===== src/rtl/dcmr_pkg.sv =====
package dcmr_pkg;

    localparam int DUTY_W    = 8;
    localparam int PCT_IN_W  = 7;
    localparam int PCT_OUT_W = 7;
    localparam int CFG_IDX_W = 1;
    localparam int CFG_DAT_W = 8;

    localparam logic [DUTY_W-1:0] DUTY_MAX        = 8'd255;
    localparam logic [DUTY_W-1:0] RAMP_STEP_RST   = 8'd2;
    localparam logic [DUTY_W-1:0] NEAR_STOP_RST   = 8'd5;

    // pct*255/100 == (pct*167127) >> 16 for every 7-bit pct
    localparam logic [17:0] PCT2DUTY_MUL = 18'd167127;
    // duty*100/255 == (duty*6579400) >> 24 for every 8-bit duty
    localparam logic [22:0] DUTY2PCT_MUL = 23'd6579400;

    typedef enum logic [1:0] {
        CMD_SET_SPEED = 2'd0,
        CMD_SET_DIR   = 2'd1,
        CMD_TICK      = 2'd2,
        CMD_STOP      = 2'd3
    } t_cmd;

    typedef enum logic [1:0] {
        DIR_STOP = 2'd0,
        DIR_FWD  = 2'd1,
        DIR_BACK = 2'd2
    } t_dir;

    typedef enum logic [CFG_IDX_W-1:0] {
        CFG_RAMP_STEP = 1'b0,
        CFG_NEAR_STOP = 1'b1
    } t_cfg_idx;

    // what a result carries; the rest of the fields derive from it
    typedef struct packed {
        logic [DUTY_W-1:0] duty;
        t_dir              dir;
    } t_res;

    function automatic logic [DUTY_W-1:0] pct_to_duty(input logic [PCT_IN_W-1:0] pct);
        logic [24:0] prod;
        logic [8:0]  raw;
        prod = 25'(pct) * 25'(PCT2DUTY_MUL);
        raw  = prod[24:16];
        return raw[8] ? DUTY_MAX : raw[DUTY_W-1:0];
    endfunction

    function automatic logic [PCT_OUT_W-1:0] duty_to_pct(input logic [DUTY_W-1:0] duty);
        logic [30:0] prod;
        prod = 31'(duty) * 31'(DUTY2PCT_MUL);
        return prod[30:24];
    endfunction

endpackage


===== src/rtl/dcmr_cmd_if.sv =====
interface dcmr_cmd_if;
    import dcmr_pkg::*;

    logic                valid;
    logic                ready;
    logic [1:0]          command;
    logic [PCT_IN_W-1:0] speed_percent;
    logic                immediate_flag;
    logic [1:0]          direction;

    modport source (output valid, output command, output speed_percent,
                    output immediate_flag, output direction, input ready);
    modport sink   (input valid, input command, input speed_percent,
                    input immediate_flag, input direction, output ready);
endinterface


===== src/rtl/dcmr_cfg_if.sv =====
interface dcmr_cfg_if;
    import dcmr_pkg::*;

    logic                 valid;
    logic                 ready;
    logic [CFG_IDX_W-1:0] index;
    logic [CFG_DAT_W-1:0] data;

    modport source (output valid, output index, output data, input ready);
    modport sink   (input valid, input index, input data, output ready);
endinterface


===== src/rtl/dcmr_res_if.sv =====
interface dcmr_res_if;
    import dcmr_pkg::*;

    logic                 valid;
    logic                 ready;
    logic [DUTY_W-1:0]    pwm_duty;
    logic                 bridge_in1;
    logic                 bridge_in2;
    logic                 running;
    logic [PCT_OUT_W-1:0] speed_percent_now;
    logic [1:0]           direction_now;

    modport source (output valid, output pwm_duty, output bridge_in1, output bridge_in2,
                    output running, output speed_percent_now, output direction_now,
                    input ready);
    modport sink   (input valid, input pwm_duty, input bridge_in1, input bridge_in2,
                    input running, input speed_percent_now, input direction_now,
                    output ready);
endinterface


===== src/rtl/dc_motor_ramp_reversal_control_core.sv =====
// h-bridge dc motor controller with soft-start ramp and safe reversal
//
// channels
//   i_cmd : one command per transfer (set speed, set direction, tick, stop)
//   i_cfg : register writes, index 0 ramp step, index 1 near-stop threshold;
//           always ready, write only while no command is in flight
//   o_res : one result per command, showing duty and direction after it
//
// timing
//   a command transfer updates the motor state at that edge and registers its
//   result (in the skid entry if a result waits); one command per cycle is sustained
//   while o_res takes results, the update being a single compare/add/select stage
//   o_res is backed by a two-entry output stage (result register plus skid),
//   so i_cmd stays ready while one result waits; i_cmd.ready drops only
//   when both entries are full, and rises again the cycle after a transfer
//
// reset
//   synchronous, active low: duty, target and saved target 0, direction stop,
//   no reversal pending, ramp step 2, threshold 5, output stage empty
module dc_motor_ramp_reversal_control_core (
    input  logic        i_clk,
    input  logic        i_rst_n,
    dcmr_cmd_if.sink    i_cmd,
    dcmr_cfg_if.sink    i_cfg,
    dcmr_res_if.source  o_res
);
    import dcmr_pkg::*;

    // configuration
    logic [DUTY_W-1:0] r_ramp_step;
    logic [DUTY_W-1:0] r_near_stop;

    // motor state
    logic [DUTY_W-1:0] r_cur_duty,   n_cur_duty;
    logic [DUTY_W-1:0] r_tgt_duty,   n_tgt_duty;
    logic [DUTY_W-1:0] r_saved_duty, n_saved_duty;
    t_dir              r_applied_dir, n_applied_dir;
    t_dir              r_pend_dir,    n_pend_dir;
    logic              r_rev_pending, n_rev_pending;

    // output stage
    logic r_out_v;
    t_res r_out;
    logic r_skid_v;
    t_res r_skid;

    logic              cmd_xfer;
    logic              res_xfer;
    logic [DUTY_W-1:0] req_duty;
    t_dir              req_dir;
    logic [DUTY_W-1:0] diff;
    logic [DUTY_W-1:0] step;
    logic [DUTY_W-1:0] ramp_duty;
    t_res              new_res;

    assign i_cfg.ready = 1'b1;
    assign i_cmd.ready = !r_skid_v;
    assign cmd_xfer    = i_cmd.valid && i_cmd.ready;
    assign res_xfer    = r_out_v && o_res.ready;

    // requested duty and direction; direction code 3 means stop
    assign req_duty = pct_to_duty(i_cmd.speed_percent);
    assign req_dir  = (i_cmd.direction > DIR_BACK) ? DIR_STOP : t_dir'(i_cmd.direction);

    // one ramp step toward the target, never overshooting
    assign diff      = (r_tgt_duty > r_cur_duty) ? (r_tgt_duty - r_cur_duty)
                                                 : (r_cur_duty - r_tgt_duty);
    assign step      = (diff < r_ramp_step) ? diff : r_ramp_step;
    assign ramp_duty = (r_tgt_duty > r_cur_duty) ? (r_cur_duty + step)
                                                 : (r_cur_duty - step);

    always_comb begin
        n_cur_duty    = r_cur_duty;
        n_tgt_duty    = r_tgt_duty;
        n_saved_duty  = r_saved_duty;
        n_applied_dir = r_applied_dir;
        n_pend_dir    = r_pend_dir;
        n_rev_pending = r_rev_pending;
        case (t_cmd'(i_cmd.command))
            CMD_SET_SPEED: begin
                if (i_cmd.immediate_flag) begin
                    n_tgt_duty = req_duty;
                    n_cur_duty = req_duty;
                end else if (r_rev_pending) begin
                    // keep winding down, remember the speed for after reversal
                    n_tgt_duty   = '0;
                    n_saved_duty = req_duty;
                end else begin
                    n_tgt_duty = req_duty;
                end
            end
            CMD_SET_DIR: begin
                if (req_dir != r_applied_dir) begin
                    if (r_cur_duty != '0) begin
                        // moving: wind down first, saved target ends up zero
                        n_rev_pending = 1'b1;
                        n_pend_dir    = req_dir;
                        n_saved_duty  = '0;
                        n_tgt_duty    = '0;
                    end else begin
                        n_applied_dir = req_dir;
                    end
                end
            end
            CMD_TICK: begin
                if (r_rev_pending && (ramp_duty <= r_near_stop)) begin
                    // slow enough: cut the duty and swap direction
                    n_cur_duty    = '0;
                    n_applied_dir = r_pend_dir;
                    n_rev_pending = 1'b0;
                    n_tgt_duty    = r_saved_duty;
                end else begin
                    n_cur_duty = ramp_duty;
                end
            end
            CMD_STOP: begin
                if (r_applied_dir != DIR_STOP) begin
                    if (r_cur_duty != '0) begin
                        // stop is left pending, the next tick applies it
                        n_rev_pending = 1'b1;
                        n_pend_dir    = DIR_STOP;
                        n_saved_duty  = '0;
                    end else begin
                        n_applied_dir = DIR_STOP;
                    end
                end
                n_tgt_duty = '0;
                n_cur_duty = '0;
            end
            default: begin
            end
        endcase
    end

    assign new_res.duty = n_cur_duty;
    assign new_res.dir  = n_applied_dir;

    // configuration registers
    always_ff @(posedge i_clk) begin
        if (!i_rst_n) begin
            r_ramp_step <= RAMP_STEP_RST;
            r_near_stop <= NEAR_STOP_RST;
        end else if (i_cfg.valid && i_cfg.ready) begin
            case (t_cfg_idx'(i_cfg.index))
                CFG_RAMP_STEP: r_ramp_step <= i_cfg.data;
                CFG_NEAR_STOP: r_near_stop <= i_cfg.data;
                default: begin
                end
            endcase
        end
    end

    // motor state, updated on each command transfer
    always_ff @(posedge i_clk) begin
        if (!i_rst_n) begin
            r_cur_duty    <= '0;
            r_tgt_duty    <= '0;
            r_saved_duty  <= '0;
            r_applied_dir <= DIR_STOP;
            r_pend_dir    <= DIR_STOP;
            r_rev_pending <= 1'b0;
        end else if (cmd_xfer) begin
            r_cur_duty    <= n_cur_duty;
            r_tgt_duty    <= n_tgt_duty;
            r_saved_duty  <= n_saved_duty;
            r_applied_dir <= n_applied_dir;
            r_pend_dir    <= n_pend_dir;
            r_rev_pending <= n_rev_pending;
        end
    end

    // output register plus skid entry
    always_ff @(posedge i_clk) begin
        if (!i_rst_n) begin
            r_out_v  <= 1'b0;
            r_skid_v <= 1'b0;
        end else if (res_xfer) begin
            if (r_skid_v) begin
                // skid full means no command was taken this cycle
                r_out_v  <= 1'b1;
                r_skid_v <= 1'b0;
            end else begin
                r_out_v <= cmd_xfer;
            end
        end else if (cmd_xfer) begin
            if (!r_out_v) begin
                r_out_v <= 1'b1;
            end else begin
                r_skid_v <= 1'b1;
            end
        end
    end

    always_ff @(posedge i_clk) begin
        if (res_xfer) begin
            r_out <= r_skid_v ? r_skid : new_res;
        end else if (cmd_xfer && !r_out_v) begin
            r_out <= new_res;
        end
        if (cmd_xfer && r_out_v && !res_xfer) begin
            r_skid <= new_res;
        end
    end

    // result fields derive from the registered duty and direction
    assign o_res.valid             = r_out_v;
    assign o_res.pwm_duty          = r_out.duty;
    assign o_res.bridge_in1        = (r_out.dir == DIR_FWD);
    assign o_res.bridge_in2        = (r_out.dir == DIR_BACK);
    assign o_res.running           = (r_out.dir != DIR_STOP);
    assign o_res.speed_percent_now = duty_to_pct(r_out.duty);
    assign o_res.direction_now     = r_out.dir;

endmodule


===== src/flat_wrapper.sv =====
// flat-port wrapper written by rule: the top's interface ports become plain ports
module dc_motor_ramp_reversal_control_core_flat import dcmr_pkg::*;
  (i_clk, i_rst_n, i_cmd_valid, i_cmd_command, i_cmd_speed_percent, i_cmd_immediate_flag, i_cmd_direction, i_cmd_ready, i_cfg_valid, i_cfg_index, i_cfg_data, i_cfg_ready, o_res_valid, o_res_pwm_duty, o_res_bridge_in1, o_res_bridge_in2, o_res_running, o_res_speed_percent_now, o_res_direction_now, o_res_ready);
  dcmr_cmd_if i_cmd_i ();
  dcmr_cfg_if i_cfg_i ();
  dcmr_res_if o_res_i ();
  input  logic i_clk;
  input  logic i_rst_n;
  input wire logic [$bits(i_cmd_i.valid)-1:0] i_cmd_valid;
  input wire logic [$bits(i_cmd_i.command)-1:0] i_cmd_command;
  input wire logic [$bits(i_cmd_i.speed_percent)-1:0] i_cmd_speed_percent;
  input wire logic [$bits(i_cmd_i.immediate_flag)-1:0] i_cmd_immediate_flag;
  input wire logic [$bits(i_cmd_i.direction)-1:0] i_cmd_direction;
  output wire logic [$bits(i_cmd_i.ready)-1:0] i_cmd_ready;
  input wire logic [$bits(i_cfg_i.valid)-1:0] i_cfg_valid;
  input wire logic [$bits(i_cfg_i.index)-1:0] i_cfg_index;
  input wire logic [$bits(i_cfg_i.data)-1:0] i_cfg_data;
  output wire logic [$bits(i_cfg_i.ready)-1:0] i_cfg_ready;
  output wire logic [$bits(o_res_i.valid)-1:0] o_res_valid;
  output wire logic [$bits(o_res_i.pwm_duty)-1:0] o_res_pwm_duty;
  output wire logic [$bits(o_res_i.bridge_in1)-1:0] o_res_bridge_in1;
  output wire logic [$bits(o_res_i.bridge_in2)-1:0] o_res_bridge_in2;
  output wire logic [$bits(o_res_i.running)-1:0] o_res_running;
  output wire logic [$bits(o_res_i.speed_percent_now)-1:0] o_res_speed_percent_now;
  output wire logic [$bits(o_res_i.direction_now)-1:0] o_res_direction_now;
  input wire logic [$bits(o_res_i.ready)-1:0] o_res_ready;
  assign i_cmd_i.valid = i_cmd_valid;
  assign i_cmd_i.command = i_cmd_command;
  assign i_cmd_i.speed_percent = i_cmd_speed_percent;
  assign i_cmd_i.immediate_flag = i_cmd_immediate_flag;
  assign i_cmd_i.direction = i_cmd_direction;
  assign i_cmd_ready = i_cmd_i.ready;
  assign i_cfg_i.valid = i_cfg_valid;
  assign i_cfg_i.index = i_cfg_index;
  assign i_cfg_i.data = i_cfg_data;
  assign i_cfg_ready = i_cfg_i.ready;
  assign o_res_valid = o_res_i.valid;
  assign o_res_pwm_duty = o_res_i.pwm_duty;
  assign o_res_bridge_in1 = o_res_i.bridge_in1;
  assign o_res_bridge_in2 = o_res_i.bridge_in2;
  assign o_res_running = o_res_i.running;
  assign o_res_speed_percent_now = o_res_i.speed_percent_now;
  assign o_res_direction_now = o_res_i.direction_now;
  assign o_res_i.ready = o_res_ready;
  dc_motor_ramp_reversal_control_core u_core (.i_clk(i_clk), .i_rst_n(i_rst_n), .i_cmd(i_cmd_i), .i_cfg(i_cfg_i), .o_res(o_res_i));
endmodule

===== config.mk =====
export PLATFORM = sky130hd
export DESIGN_NAME = dc_motor_ramp_reversal_control_core_flat
export DESIGN_NICKNAME = d
export VERILOG_FILES = /design/src/rtl/dcmr_pkg.sv /design/src/rtl/dcmr_cmd_if.sv /design/src/rtl/dcmr_cfg_if.sv /design/src/rtl/dcmr_res_if.sv /design/src/rtl/dc_motor_ramp_reversal_control_core.sv /design/src/flat_wrapper.sv
export SDC_FILE = /design/constraint.sdc
export NUM_CORES = 1
export LEC_CHECK = 0
export BUFFER_PORTS_ARGS = -buffer_cell sky130_fd_sc_hd__buf_4
export CELL_PAD_IN_SITES_DETAIL_PLACEMENT = 1
export CELL_PAD_IN_SITES_GLOBAL_PLACEMENT = 2
export CORE_MARGIN = 1.5
export CORE_UTILIZATION = 30
export CTS_CLUSTER_SIZE = 16
export DETAILED_ROUTE_END_ITERATION = 12
export PLACE_DENSITY = 0.65
export REMOVE_ABC_BUFFERS = 1
export SYNTH_ARGS = -nofsm -noshare
export SYNTH_HDL_FRONTEND = slang
export SYNTH_SLANG_ARGS = --single-unit

===== constraint.sdc =====
create_clock -name i_clk -period 8.2 [get_ports i_clk]
set_input_delay 1.64 -clock i_clk [delete_from_list [all_inputs] [get_ports i_clk]]
set_output_delay 1.64 -clock i_clk [all_outputs]
set_load 0.01 [all_outputs]

Word level (Yosys, flattened, before mapping)
Cells that the tools add are included.
{"block": "totals", "ff_bits": 67, "out_inout_bits": 23}
{"block": "op_classes", "n_addsub": 4, "n_mul": 2, "magnitude_cmp": 4, "n_eq_ne": 13, "mux": 42, "n_bitwise": 2, "reduce_logical": 26}
{"cell": "2-to-1 mux 8 bit", "n": 16}
{"cell": "one-hot mux 8 bit (3 select lines)", "n": 2}
{"cell": "one-hot mux 8 bit (4 select lines)", "n": 1}
{"cell": "2-to-1 mux 10 bit", "n": 3}
{"cell": "multiplier 8 x 20 -> 28 bit, second input constant", "n": 1}
{"cell": "multiplier 7 x 18 -> 25 bit, second input constant", "n": 1}
{"cell": "subtractor 8 bit", "n": 3}
{"cell": "2-to-1 mux 2 bit", "n": 10}
{"cell": "!= test 2 x 1 -> 1 bit, second input constant", "n": 6}
{"cell": "AND reduction 6 bit", "n": 2}
{"cell": "nonzero test 2 bit", "n": 5}
{"cell": "adder 8 bit", "n": 1}
{"cell": "greater-than comparator 8 bit", "n": 1}
{"cell": "less-or-equal comparator 8 bit", "n": 1}
{"cell": "< comparator 8 bit", "n": 1}
{"cell": "nonzero test 8 bit", "n": 1}
{"cell": "2-to-1 mux 1 bit", "n": 7}
{"cell": "equality test 2 bit, second input constant", "n": 3}
{"cell": "logical AND 1 bit", "n": 6}
{"cell": "one-hot mux 2 bit (3 select lines)", "n": 1}
{"cell": "AND reduction 2 bit", "n": 3}
{"cell": "nonzero test 3 bit", "n": 2}
{"cell": "AND reduction 5 bit", "n": 1}
{"cell": "equality test 2 x 1 -> 1 bit, second input constant", "n": 2}
{"cell": "10 further kinds", "n": 13}

Logic depth before layout (Yosys ltp)
{"block": "depth", "word_depth": 12, "ltp_mapped": 42, "mapped_depth_nobuf": 38}

Worst setup path before layout
No wires, ideal clock.
{"block": "synth_path", "kind": "flip-flop to flip-flop", "start": "register u_core.r_cur_duty[1]", "end": "register u_core.r_out (netlist bit u_core.o_res.pwm_duty[1]) (data pin)", "setup_time_ps": 260, "t_arrival_ps": 7020, "required_ps": 7940, "setup_slack_ps": 921, "path_stages_with_launch": 39, "period_less_slack_ps": 7279, "path_cell_list": "dfxtp_1 > inv_1 > fa_1 > nand3_2 > a21o_1 > a21o_4 > mux2_4 > or4_1 > and2_1 > ha_1 > nand2_1 > o21ai_0 > a21oi_1 > buf_2 > buf_2 > nor2_1 > a21oi_1 > and2_1 > [3 not listed] > nor2b_1 > o21ai_0 > a21boi_0 > o21ai_0 > a21oi_1 > xnor2_1 > xnor2_2 > xnor2_2 > ha_1 > a21oi_1 > nand2_1 > o21ai_0 > a31oi_1 > o21a_1 > clkbuf_1 > and2_1 > a221o_1 > mux2_2"}
{"block": "synth_via", "elab_chain_len": 12, "word_cells_on_any_way": 17}
{"element": "from (decl)", "line_no": "dc_motor_ramp_reversal_control_core.sv:34", "rtl": "logic [DUTY_W-1:0] r_cur_duty, n_cur_duty;"}
{"element": "from (signal assigned)", "line_no": "dc_motor_ramp_reversal_control_core.sv:163", "rtl": "r_cur_duty <= n_cur_duty;"}
{"element": "subtractor 8 bit, or another cell as far along", "line_no": "dc_motor_ramp_reversal_control_core.sv:67", "rtl": ": (r_cur_duty - r_tgt_duty);"}
{"element": "2-to-1 mux 8 bit", "line_no": "dc_motor_ramp_reversal_control_core.sv:66", "rtl": "assign diff = (r_tgt_duty > r_cur_duty) ? (r_tgt_duty - r_cur_duty)"}
{"element": "< comparator 8 bit", "line_no": "dc_motor_ramp_reversal_control_core.sv:68", "rtl": "assign step = (diff < r_ramp_step) ? diff : r_ramp_step;"}
{"element": "2-to-1 mux 8 bit", "line_no": "dc_motor_ramp_reversal_control_core.sv:68"}
{"element": "subtractor 8 bit or adder 8 bit (tied branches)", "line_no": "dc_motor_ramp_reversal_control_core.sv:70, dc_motor_ramp_reversal_control_core.sv:69"}
{"element": "2-to-1 mux 8 bit", "line_no": "dc_motor_ramp_reversal_control_core.sv:69", "rtl": "assign ramp_duty = (r_tgt_duty > r_cur_duty) ? (r_cur_duty + step)"}
{"element": "less-or-equal comparator 8 bit", "line_no": "dc_motor_ramp_reversal_control_core.sv:106", "rtl": "if (r_rev_pending && (ramp_duty <= r_near_stop)) begin"}
{"element": "logical AND 1 bit", "line_no": "dc_motor_ramp_reversal_control_core.sv:106"}
{"element": "2-to-1 mux 8 bit", "line_no": "dc_motor_ramp_reversal_control_core.sv:106"}
{"element": "one-hot mux 8 bit (3 select lines) *", "line_no": "dc_motor_ramp_reversal_control_core.sv:79", "rtl": "case (t_cmd'(i_cmd.command))"}
{"element": "named net u_core.n_cur_duty[1]", "line_no": "dc_motor_ramp_reversal_control_core.sv:34"}
{"element": "2-to-1 mux 10 bit (on tied branches)", "line_no": "dc_motor_ramp_reversal_control_core.sv:197, dc_motor_ramp_reversal_control_core.sv:196"}
{"element": "2-to-1 mux 10 bit *", "line_no": "dc_motor_ramp_reversal_control_core.sv:195", "rtl": "if (res_xfer) begin"}
{"element": "to (signal assigned)", "line_no": "dc_motor_ramp_reversal_control_core.sv:196", "rtl": "r_out <= r_skid_v ? r_skid : new_res;"}
{"element": "to (signal assigned)", "line_no": "dc_motor_ramp_reversal_control_core.sv:198", "rtl": "r_out <= new_res;"}
{"element": "to (decl)", "line_no": "dc_motor_ramp_reversal_control_core.sv:43", "rtl": "t_res r_out;"}
Mark *: on every way through the listed nets, which the timed path passes. The rest lies on a longest branch. The select of a mux whose other input is x is not followed.
A chain may end at the register's enable or synchronous reset.

Worst setup path after layout
{"block": "layout_path", "start": "register u_core.r_cur_duty[0]", "end": "register u_core.r_out (netlist bit u_core.o_res.pwm_duty[1]) (data pin)"}
{"block": "layout_via", "elab_chain_len": 12, "word_cells_on_any_way": 16}
{"element": "subtractor 8 bit, or another cell as far along", "line_no": "dc_motor_ramp_reversal_control_core.sv:67"}
{"element": "2-to-1 mux 8 bit", "line_no": "dc_motor_ramp_reversal_control_core.sv:66"}
{"element": "< comparator 8 bit", "line_no": "dc_motor_ramp_reversal_control_core.sv:68"}
{"element": "2-to-1 mux 8 bit", "line_no": "dc_motor_ramp_reversal_control_core.sv:68"}
{"element": "subtractor 8 bit or adder 8 bit (tied branches)", "line_no": "dc_motor_ramp_reversal_control_core.sv:70, dc_motor_ramp_reversal_control_core.sv:69"}
{"element": "2-to-1 mux 8 bit *", "line_no": "dc_motor_ramp_reversal_control_core.sv:69"}
{"element": "less-or-equal comparator 8 bit", "line_no": "dc_motor_ramp_reversal_control_core.sv:106"}
{"element": "logical AND 1 bit", "line_no": "dc_motor_ramp_reversal_control_core.sv:106"}
{"element": "2-to-1 mux 8 bit *", "line_no": "dc_motor_ramp_reversal_control_core.sv:106"}
{"element": "one-hot mux 8 bit (3 select lines) *", "line_no": "dc_motor_ramp_reversal_control_core.sv:79"}
{"element": "named net u_core.n_cur_duty[1]", "line_no": "dc_motor_ramp_reversal_control_core.sv:34"}
{"element": "2-to-1 mux 10 bit (on tied branches)", "line_no": "dc_motor_ramp_reversal_control_core.sv:197, dc_motor_ramp_reversal_control_core.sv:196"}
{"element": "2-to-1 mux 10 bit *", "line_no": "dc_motor_ramp_reversal_control_core.sv:195"}
Marks and branches as above.

==> results.txt <==
The startpoint identified for the worst register-to-register timing path is u_core.r_cur_duty[0]. The chip height is 166 µm. The class of the most critical setup path is register to register. Global routing consumed, over all layers together, 16.8% of the routing resources. Counting flops and latches in the post-synthesis netlist gives 67. The total number of vias came out at 6,595. The number of port buffers came out at 47. The total number of H-tree levels is 3. Once detailed placement completed, the half-perimeter wirelength came to 18,700 µm.

The transition time of the tightest slew-check pin is 0.882 ns. The sequential cell area is 1540 µm². The global-route wire length before repair is 36,900 µm. The share of synthesized area in the top cell type comes to 24.1%.

Counting every instance in the synthesized netlist gives 914. The total count of max-transition violations in the final report is 0. The path depth of the worst reg2reg path is 35.

After synthesis, the largest family of logic cells by area is adder cells. The reg-to-reg setup timing slack came out at 0.60 ns. The die area is 27,600 µm².

Counting the fill cells in the layout gives 3,069. The worst stage delay on the critical path came out at 0.46 ns. The count of distinct cell types in the synthesized netlist is 76. Hold is met by 0.454 ns. The most common cell in the netlist is ha_1. The fraction of layout instances using a drive strength above 1 is 12.5%. The slowest library cell on the worst path is fa_1. The ratio of final minimum period to clock period came out at 92.7%. The launching element of the worst setup path is u_core.r_cur_duty[0]. The via count of the first global-routing pass came out at 6,930.

The flow ran to the end, and the final reports show no timing, DRC or antenna violations. Clock tree synthesis found a total of 67 sinks. The total DRC errors in the routed layout is 0.

The element type at the critical path start is a register. The hold path endpoint is u_core.r_near_stop[4]. The number of hold violations in the final report came out at 0.

The cell sitting at the root of the clock tree is a clkbuf_16. After synthesis, the share of flip-flops with an asynchronous set or reset is 0%. For this design the top-level I/O count stands at 49. The utilization after layout came out at 34.8%. The worst-case headroom to the max-slew limit is 41.0%. In this run the critical register-to-register path is captured at u_core.o_res.pwm_duty[1]. The number of flops mapped to enable cells by yosys is 20. The startpoint of the worst hold path is u_core.r_near_stop[4]. The effective utilization at floorplan came out at 30.7%.

The proportion of synthesized area in mux cells came out at 2.52%. The simple-gate area share of the yosys netlist is 14.3%. In this run the mean area of a mapped cell was 8.74 µm². The synthesized-area fraction occupied by adder cells is 35.2%. The deepest clock path buffer count came out at 2.

The detail-routed via count per cell is 5.07. The clock-pin slew on the worst setup and hold paths is 0.06 ns. The minimum setup slack after placement came out at 0.185 ns. Clock skew on the completed layout was measured at 0.00591 ns. Across the run, the number of max-cap violations was 0.

In this run the horizontal extent of the chip is 166 µm. The count of antenna-violating nets left after detailed routing is 0. The area of combinational cells with multiple inputs came out at 5860 µm². The cell area after technology mapping is 7990 µm². The total number of placement rows is 59. The layout-stage area growth over the synthesis result came out at 13.5%.

The final weighted congestion in routability-driven placement is 0.784. The total overflow left after global routing is 0. The final number of setup-violating endpoints came out at 0. Before antenna repair, the detailed router went through 4 iterations. The first-iteration detailed-routing DRC count is 257.

The pin count of the biggest net entering global routing is 29. The share of the synthesized netlist area taken by xor and xnor gates came out at 3.26%. The detail-routed net length per standard cell came out at 17.2 µm. 0 antenna diodes ended up in the layout.

The maximum fanout along the worst path came out at 22. The highest clock rate is 132 MHz. The core area came out at 26,100 µm².

The number of antenna violations at the first check in global routing is 0. The commonest register cell after synthesis is dfxtp_1. Setup repair after global routing left no endpoint under its margin. The number of cells traversed by the worst hold path is 2. The setup slack of the critical path after layout came out at 0.599 ns. The clock latency of the later-clocked register in the worst-skew pair came out at 0.34 ns. The clock buffer count from CTS is 9. The clock tree from TritonCTS is yes. In the post-synthesis netlist, the biggest area contributors are ha_1 (24%), dfxtp_1 (12%), fa_1 (11%), edfxtp_1 (7.5%), inv_1 (6.1%).

The commonest cells after synthesis are ha_1 (154), inv_1 (129), nand2_1 (70). Summing the sequential cell areas from Yosys gives 19.3% of the chip area. In this run the worst hold path is classified as register to register.

Summed over all layers, the routed wires come to 22,400 µm. The final sum of negative setup slack came out at 0 ns. STA classifies the critical path endpoint as a register. ha_1 takes more of the synthesized area than any other cell. For the worst setup path, the data arrival time is 7.70 ns. The number of synthesis warnings is 0. The post-layout minimum cycle time came out at 7.60 ns. The required time of the critical path came out at 8.29 ns. The net count of the finished layout is 1,186. The fraction of the mapped netlist area in compound gates came out at 17.7%.
layout make-up:
type / count / area share, %
sequential: 67 / 17.0
clock inverter: 4 / 0.552
tap: 335 / 4.62
timing repair buffer: 62 / 5.13
clock buffer: 12 / 2.72
inverter: 129 / 5.34
multi-input combinational: 693 / 64.6
per-layer routing:
layer  routed length (µm)  GRT usage (%)
met1                11000           22.4
met2                10800           29.2
met3                  446           1.86
met4                  229           3.29
met5                    0              0
what timing repair did:
item,in CTS,in global routing
endpoints found under the hold margin,0,0
setup endpoints to repair,0,38
resized for setup,0,12
buffers inserted,0,6
hold buffers,0,0
worst max-delay path: cells and delay by family, from the launching register on:
| kind | cells | cell delay, ns |
|---|---|---|
| buf+inv | 2 | 0.26 |
| fa+ha+maj | 5 | 1.51 |
| mux | 2 | 0.57 |
| compound gates | 11 | 1.77 |
| xor+xnor | 4 | 0.71 |
| flops | 1 | 0.39 |
| simple gates | 11 | 2.14 |
registers in the layout, summed over array words and instances, names as in the netlist:
register	flops
u_core.r_applied_dir	2
u_core.o_res.valid	1
u_core.o_res.direction_now	2
u_core.r_ramp_step	8
u_core.r_cur_duty	8
u_core.r_near_stop	8
u_core.r_skid	10
u_core.o_res.pwm_duty	8
u_core.r_saved_duty	8
u_core.r_tgt_duty	8
u_core.r_skid_v	1
u_core.r_pend_dir	2
u_core.r_rev_pending	1
cells in the final DEF (no fill, tap or decap), types with 8 or more instances in the layout:
cell type	instances
nand3_1	12
xor2_1	10
a21oi_1	68
inv_1	128
buf_4	62
nor2b_1	19
o211ai_1	9
and2_1	8
o21a_1	10
dfxtp_1	47
a22oi_1	11
fa_1	44
a21o_1	11
xnor2_1	15
nand4_1	10
nand2_1	70
nor2_1	54
o21ai_0	44
nand2b_1	11
mux2_2	9
ha_1	152
nor3_1	14
edfxtp_1	20
clkbuf_16	9
metrics by stage:
stage               std cells  cell area, µm²
floorplan                 889            7860
global placement         1280            8690
detailed placement       1280            8690
CTS                      1296            8990
global route             1302            9070
finish                   1302            9070
cell families (layout without fill, tap and decap cells):
group | count (synthesis) | in the layout
adders and majority gates | 198 | 198
AOI/OAI and AO/OA | 215 | 215
xor gates and xnor gates | 28 | 28
and+or+nand+nor | 233 | 233
other | 1 | 1
DFF | 67 | 67
buffers and inverters | 154 | 207
muxes | 18 | 18
how the worst max path moves through the flow:
stage	slack, ns	endpoint	cells past startpoint
finish	0.60	u_core.o_res.pwm_duty[1]	35
global route	0.05	u_core.o_res.direction_now[1]	34
CTS	0.15	u_core.o_res.pwm_duty[1]	34
detailed placement	0.19	u_core.o_res.pwm_duty[0]	35
global placement	0.28	u_core.o_res.pwm_duty[1]	34
floorplan	0.36	u_core.r_tgt_duty[6]	33
Power is not shown: default switching activity piles up to over one toggle a cycle in this logic, so the estimate is an artifact.
